==> src/bcce_pkg.sv <==
// Package for the byte cipher / checksum engine: item types, codes, constants.
// No dependencies.
package bcce_pkg;

    localparam int KEY_BYTES = 8;

    localparam logic [7:0]  CIPHER_OFFSET      = 8'hAB;
    localparam logic [7:0]  BLOCK_LENGTH_RESET = 8'd17;
    localparam logic [63:0] SESSION_KEY_RESET  = 64'd0;

    // Action codes
    localparam logic [2:0] ACT_COPY     = 3'd0;
    localparam logic [2:0] ACT_COMPARE  = 3'd1;
    localparam logic [2:0] ACT_MIX      = 3'd2;
    localparam logic [2:0] ACT_ENCRYPT  = 3'd3;
    localparam logic [2:0] ACT_DECRYPT  = 3'd4;
    localparam logic [2:0] ACT_CHECKSUM = 3'd5;

    // Register indexes
    localparam int REG_IDX_W = 4;
    localparam logic [REG_IDX_W-1:0] REG_SESSION_KEY  = 4'd0;
    localparam logic [REG_IDX_W-1:0] REG_BLOCK_LENGTH = 4'd1;

    typedef struct packed {
        logic [2:0] action;
        logic       first;
        logic [7:0] source_byte;
        logic [7:0] dest_byte;
        logic [7:0] timer_byte;
    } item_t;

    typedef struct packed {
        logic [7:0] result_byte;
        logic       all_equal;
        logic       last;
    } result_t;

    typedef struct packed {
        logic [REG_IDX_W-1:0] reg_index;
        logic [63:0]          write_data;
    } cfg_write_t;

    typedef struct packed {
        logic [63:0] session_key;
        logic [7:0]  block_length;
    } cfg_t;

endpackage

==> src/bcce_datapath.sv <==
// Per-byte datapath: run state (count, key index, match flag, accumulator)
// and the result logic for all actions. Depends on bcce_pkg.
module bcce_datapath #(
    parameter int KeyBytes = bcce_pkg::KEY_BYTES
) (
    input  logic              clk,
    input  logic              rst_n,
    input  logic              step,
    input  bcce_pkg::item_t   item,
    input  bcce_pkg::cfg_t    regs,
    output bcce_pkg::result_t result
);

    localparam int KeyIdxW = (KeyBytes > 1) ? $clog2(KeyBytes) : 1;
    localparam logic [KeyIdxW-1:0] KeyIdxLast = KeyIdxW'(KeyBytes - 1);

    logic [7:0]         count_reg;
    logic [7:0]         count_next;
    logic [KeyIdxW-1:0] key_idx_reg;
    logic [KeyIdxW-1:0] key_idx_next;
    logic               match_reg;
    logic               match_next;
    logic [7:0]         acc_reg;
    logic [7:0]         acc_next;

    logic [7:0]         cnt;
    logic [KeyIdxW-1:0] key_idx;
    logic [KeyIdxW-1:0] key_idx_adv;
    logic               match_cur;
    logic [7:0]         acc_cur;
    logic [7:0]         key_byte;
    logic [7:0]         res;
    logic               eq;

    // A first item restarts the run before the byte is processed
    assign cnt       = item.first ? regs.block_length : count_reg;
    assign key_idx   = item.first ? '0 : key_idx_reg;
    assign match_cur = item.first ? 1'b1 : match_reg;
    assign acc_cur   = item.first ? item.dest_byte : acc_reg;

    assign key_byte    = regs.session_key[{key_idx, 3'b000} +: 8];
    assign key_idx_adv = (key_idx == KeyIdxLast) ? '0 : key_idx + KeyIdxW'(1);

    always_comb
    begin
        res          = item.dest_byte;
        eq           = 1'b0;
        key_idx_next = key_idx;
        match_next   = match_cur;
        acc_next     = acc_cur;
        unique case (item.action)
            bcce_pkg::ACT_COPY:
                res = item.source_byte;
            bcce_pkg::ACT_COMPARE:
            begin
                match_next = match_cur & (item.source_byte == item.dest_byte);
                eq         = match_next;
            end
            bcce_pkg::ACT_MIX:
                res = 8'(item.dest_byte + item.timer_byte) ^ item.source_byte;
            bcce_pkg::ACT_ENCRYPT:
            begin
                res = 8'(item.dest_byte + bcce_pkg::CIPHER_OFFSET) ^ cnt ^ key_byte;
                key_idx_next = key_idx_adv;
            end
            bcce_pkg::ACT_DECRYPT:
            begin
                res = 8'((item.dest_byte ^ key_byte ^ cnt) - bcce_pkg::CIPHER_OFFSET);
                key_idx_next = key_idx_adv;
            end
            bcce_pkg::ACT_CHECKSUM:
            begin
                acc_next = 8'(acc_cur + item.source_byte);
                res      = acc_next;
            end
            default:
                ;
        endcase
    end

    // Count sticks at zero once exhausted
    assign count_next = (cnt != 8'd0) ? 8'(cnt - 8'd1) : cnt;

    assign result.result_byte = res;
    assign result.all_equal   = eq;
    assign result.last        = (cnt == 8'd1);

    always_ff @(posedge clk or negedge rst_n)
    begin
        if (!rst_n)
        begin
            count_reg   <= 8'd0;
            key_idx_reg <= '0;
            match_reg   <= 1'b1;
            acc_reg     <= 8'd0;
        end
        else if (step)
        begin
            count_reg   <= count_next;
            key_idx_reg <= key_idx_next;
            match_reg   <= match_next;
            acc_reg     <= acc_next;
        end
    end

endmodule

==> config.mk <==
export PLATFORM = sky130hd
export DESIGN_NAME = bcce_datapath
export DESIGN_NICKNAME = d
export VERILOG_FILES = /design/src/bcce_pkg.sv /design/src/bcce_datapath.sv
export SDC_FILE = /design/constraint.sdc
export NUM_CORES = 1
export LEC_CHECK = 0
export ABC_AREA = 1
export BUFFER_PORTS_ARGS = -buffer_cell sky130_fd_sc_hd__buf_2
export CAP_MARGIN = 20
export CORE_MARGIN = 2
export CORE_UTILIZATION = 57
export CTS_CLUSTER_SIZE = 8
export DETAILED_ROUTE_END_ITERATION = 8
export GPL_TIMING_DRIVEN = 0
export MAX_ROUTING_LAYER = met4
export PLACE_DENSITY = 0.88
export SYNTH_ARGS = -nofsm -noshare
export SYNTH_HDL_FRONTEND = slang
export SYNTH_SLANG_ARGS = --single-unit
==> constraint.sdc <==
create_clock -name clk -period 6.9 [get_ports clk]
set_clock_uncertainty 0.1 [all_clocks]
set_input_delay 1.38 -clock clk [delete_from_list [all_inputs] [get_ports clk]]
set_output_delay 1.38 -clock clk [all_outputs]
set_load 0.02 [all_outputs]
==> results.md <==
- Total grt overflow: 0
- Max-Cap Viols: 0
- Most frequent cells in the layout: nand2_1 (165), buf_2 (113), nand3_1 (95)
- DRT Pass-1 Iters: 5
- Status: finished clean
- Static Leakage: 2.32 nW
- Top cell by count, worst path: nand2_1
- Die X: 83.1 um
- Hold_buf cts: 0
- NetSw: around 0.29 mW
- YS warnings: 0
- Drt total wl: between 10000 and 15000 um
- Final ANT Viol Nets: 0
- CTS tree: built
- Clock power share: 0.127
- CP Class: in2out
- Area Overhead vs Synth: 19.4%
- Initial antenna violation count: 0
- CP max-delay cell: fa_1
- Post-Synth Adder-Cell Area: 0.0815
- Area of the multi-input gates: 2660 um^2
- Die area: 6900 um^2
- Largest stage delay, worst path: around 0.4 ns
- Cts repair resizes: 0
- CP delay by family, top: buffers and inverters
- Final core utilization: 0.710
- Async SR Flop Fraction: 1.00
- Worst Path Buf+Inv: 6
- Tightest Hold Check Type: reg2reg
- Post-Syn Instances: 589
- Max Root-Sink Buffers: 2
- Largest net degree at the start of global routing: 21
- First-pass GRT wire length: between 15000 and 20000 um
- Placement Cell Area: 4210 um^2
- Post-Layout Inst Area: between 4000 and 5000 um^2
- Routability congestion estimate: 0.955
- Synth Area per Inst: 6.05 um^2
- Synth Area in Simple Gates: 0.413
- Final setup viols: 0
- I/O pins: 113
- Metal3 WL: around 810 um
- Mapped cell area: 3560 um^2
- Largest area contributor in the netlist: nand2_1
- Placed cell count: 774
- Worst path cell trace: buf_6, inv_4, buf_12, buf_4, clkbuf_1, o21ai_0, ha_1, fa_1, nand3_1, nand2_1, nand2_1, nand2_1, a21o_1, a21oi_1, o21ai_1, nand3_1, nor2_1, a21oi_1, buf_2
- CP endpoint kind: primary output
- Fin nets: just over 800
- Clock root cell: clkbuf_8
- CTS HTree Levels: 1
- Top cell type's share of synthesized area: 0.174
- Worst slack, placed: 1.01 ns
- Netlist cell types: 46
- FF+latch count, synth: 20
- Worst Path Required: 5.42 ns
- Num rows: 28
- WL met1: 4890 um
- ANT cells: 0
- CTS buffer count: 3
- Synth area leaders: nand2_1 (17%), dfrtp_1 (13%), nand3_1 (13%)
- Starting Density: 0.595
- Post-route setup TNS: 0 ns
- Clock sink total: 20
- Vias per cell: about 5.7
- Drt drc: 0
- Period utilization: 0.859
- Crit-path max FO: 10
- Internal power: 0.323 mW
- Setup Buffers After CTS: 0
- Chip Height: 83.1 um
- RSZ-0062 raised after global routing: false
- Min Clock Period, post-route: 5.93 ns
- Worst skew pair latency: 0.26 ns
- Share of the yosys chip area belonging to registers: 0.141
- Final cell count without fillers: 778
- GRT Util Overall: 0.333
- Worst vdd ir: 0.189 mV
- Worst slew margin: 0.388
- Mux cell area share after synthesis: 0
- Filler Cell Count: approximately 540
- Largest family of logic cells by synthesized area: simple AND/OR/NAND/NOR gates
- Worst-Margin Slew: 0.911 ns
- Met2 wire len: 5590 um
- DR top layer: met4
- FF+latch area: 502 um^2
- Flop pwr share: 0.236
- Worst setup margin: a little under 1 ns
- Number of flops mapped to enable cells by yosys: 0
- Comb power frac: 0.636
- Layout cells sized above 1: 0.235
- CORE AREA: 5990 um^2
- Synth Area in XOR/XNOR: 0.0811
- Commonest non-fill, non-tap cell in the layout: nand2_1
- Worst Setup Start Kind: input port
- Post-DP HPWL: 9220 um
- Complex-gate fraction of the synthesized area: 0.170
- I/O Buffers: 110
- DR WL/cell: 14.7 um
- CP arrival: 4.45 ns
- Top FF cell, synth: dfrtp_1
- Clock transition at path regs: 0.07 ns
- WHS: approximately 0.41 ns
- Mapped Nets: 714
- Overall Power: 0.612 mW
- PwrDens: 144 nW/um^2
- Vias in the first global route: 4169
- Final hold violation count: 0
- DR vias: 4438
- 1st-iter DRT viols: 378
- Net Sw Frac: 0.473
- Final Max Slew Viols: 0
- Fmax: 0.169 GHz
-- power by group through the flow --
stage / sequential (mW) / clock, mW / combinational [mW]
final: 0.145 / 0.0780 / 0.389
after detailed placement: 0.147 / 0 / 0.381
after CTS: 0.145 / 0.0784 / 0.384
after global routing: 0.147 / 0.0837 / 0.438
after global placement: 0.146 / 0 / 0.372
after floorplan: 0.145 / 0 / 0.275
-- synth_stat cells (7+ instances only) --
library cell,number
nor2_1,28
ha_1,20
inv_2,7
inv_1,57
nor3_1,7
xor2_1,29
o21ai_0,26
nand3_1,95
nand2_1,165
dfrtp_1,19
a21oi_1,44
-- layer usage --
metal	GRT usage	vias to the layer above
li1	-	2185
met1	0.411	2030
met2	0.590	198
met3	0.0398	25
met4	0.0596	0
met5	-	-
-- worst paths after layout --
path	start	end	slack (ns)	depth (start not counted)
worst max-delay path	item[24]	result[8]	0.97	19
worst min-delay path	match_reg	match_reg	0.41	2
worst max register to register	acc_reg[0]	acc_reg[6]	4.59	12
worst min register to register	match_reg	match_reg	0.41	2
max in group asynchronous	rst_n	match_reg	5.39	1
min in group asynchronous	rst_n	acc_reg[5]	0.97	1
-- worst register-to-register path: stages (launching register included) --
cell and delay, ns:
dfrtp_1 0.38, nand2_1 0.06, o21ai_0 0.12, ha_1 0.25, fa_1 0.41, nand3_1 0.12, nand2_1 0.07, nand2_1 0.08
nand2_1 0.06, a21o_1 0.16, a21oi_1 0.11, o21ai_1 0.14, a21oi_1 0.18
-- final cells by class --
cell class / count / share of cell area
plain buffers: 20 / 0.0365
clock buffers: 4 / 0.0106
inverters: 66 / 0.0589
multi-input cells: 483 / 0.624
flip-flops and latches: 20 / 0.118
well taps: 75 / 0.0221
repair buffers: 110 / 0.129
-- cells by family after synthesis --
kind of cell	Yosys count
and+or+nand+nor	325
AOI/OAI and AO/OA	103
buffers and inverters	86
xor gates and xnor gates	33
adders and majority gates	22
DFF	20
No activity file was read; power rests on OpenSTA's default activity.
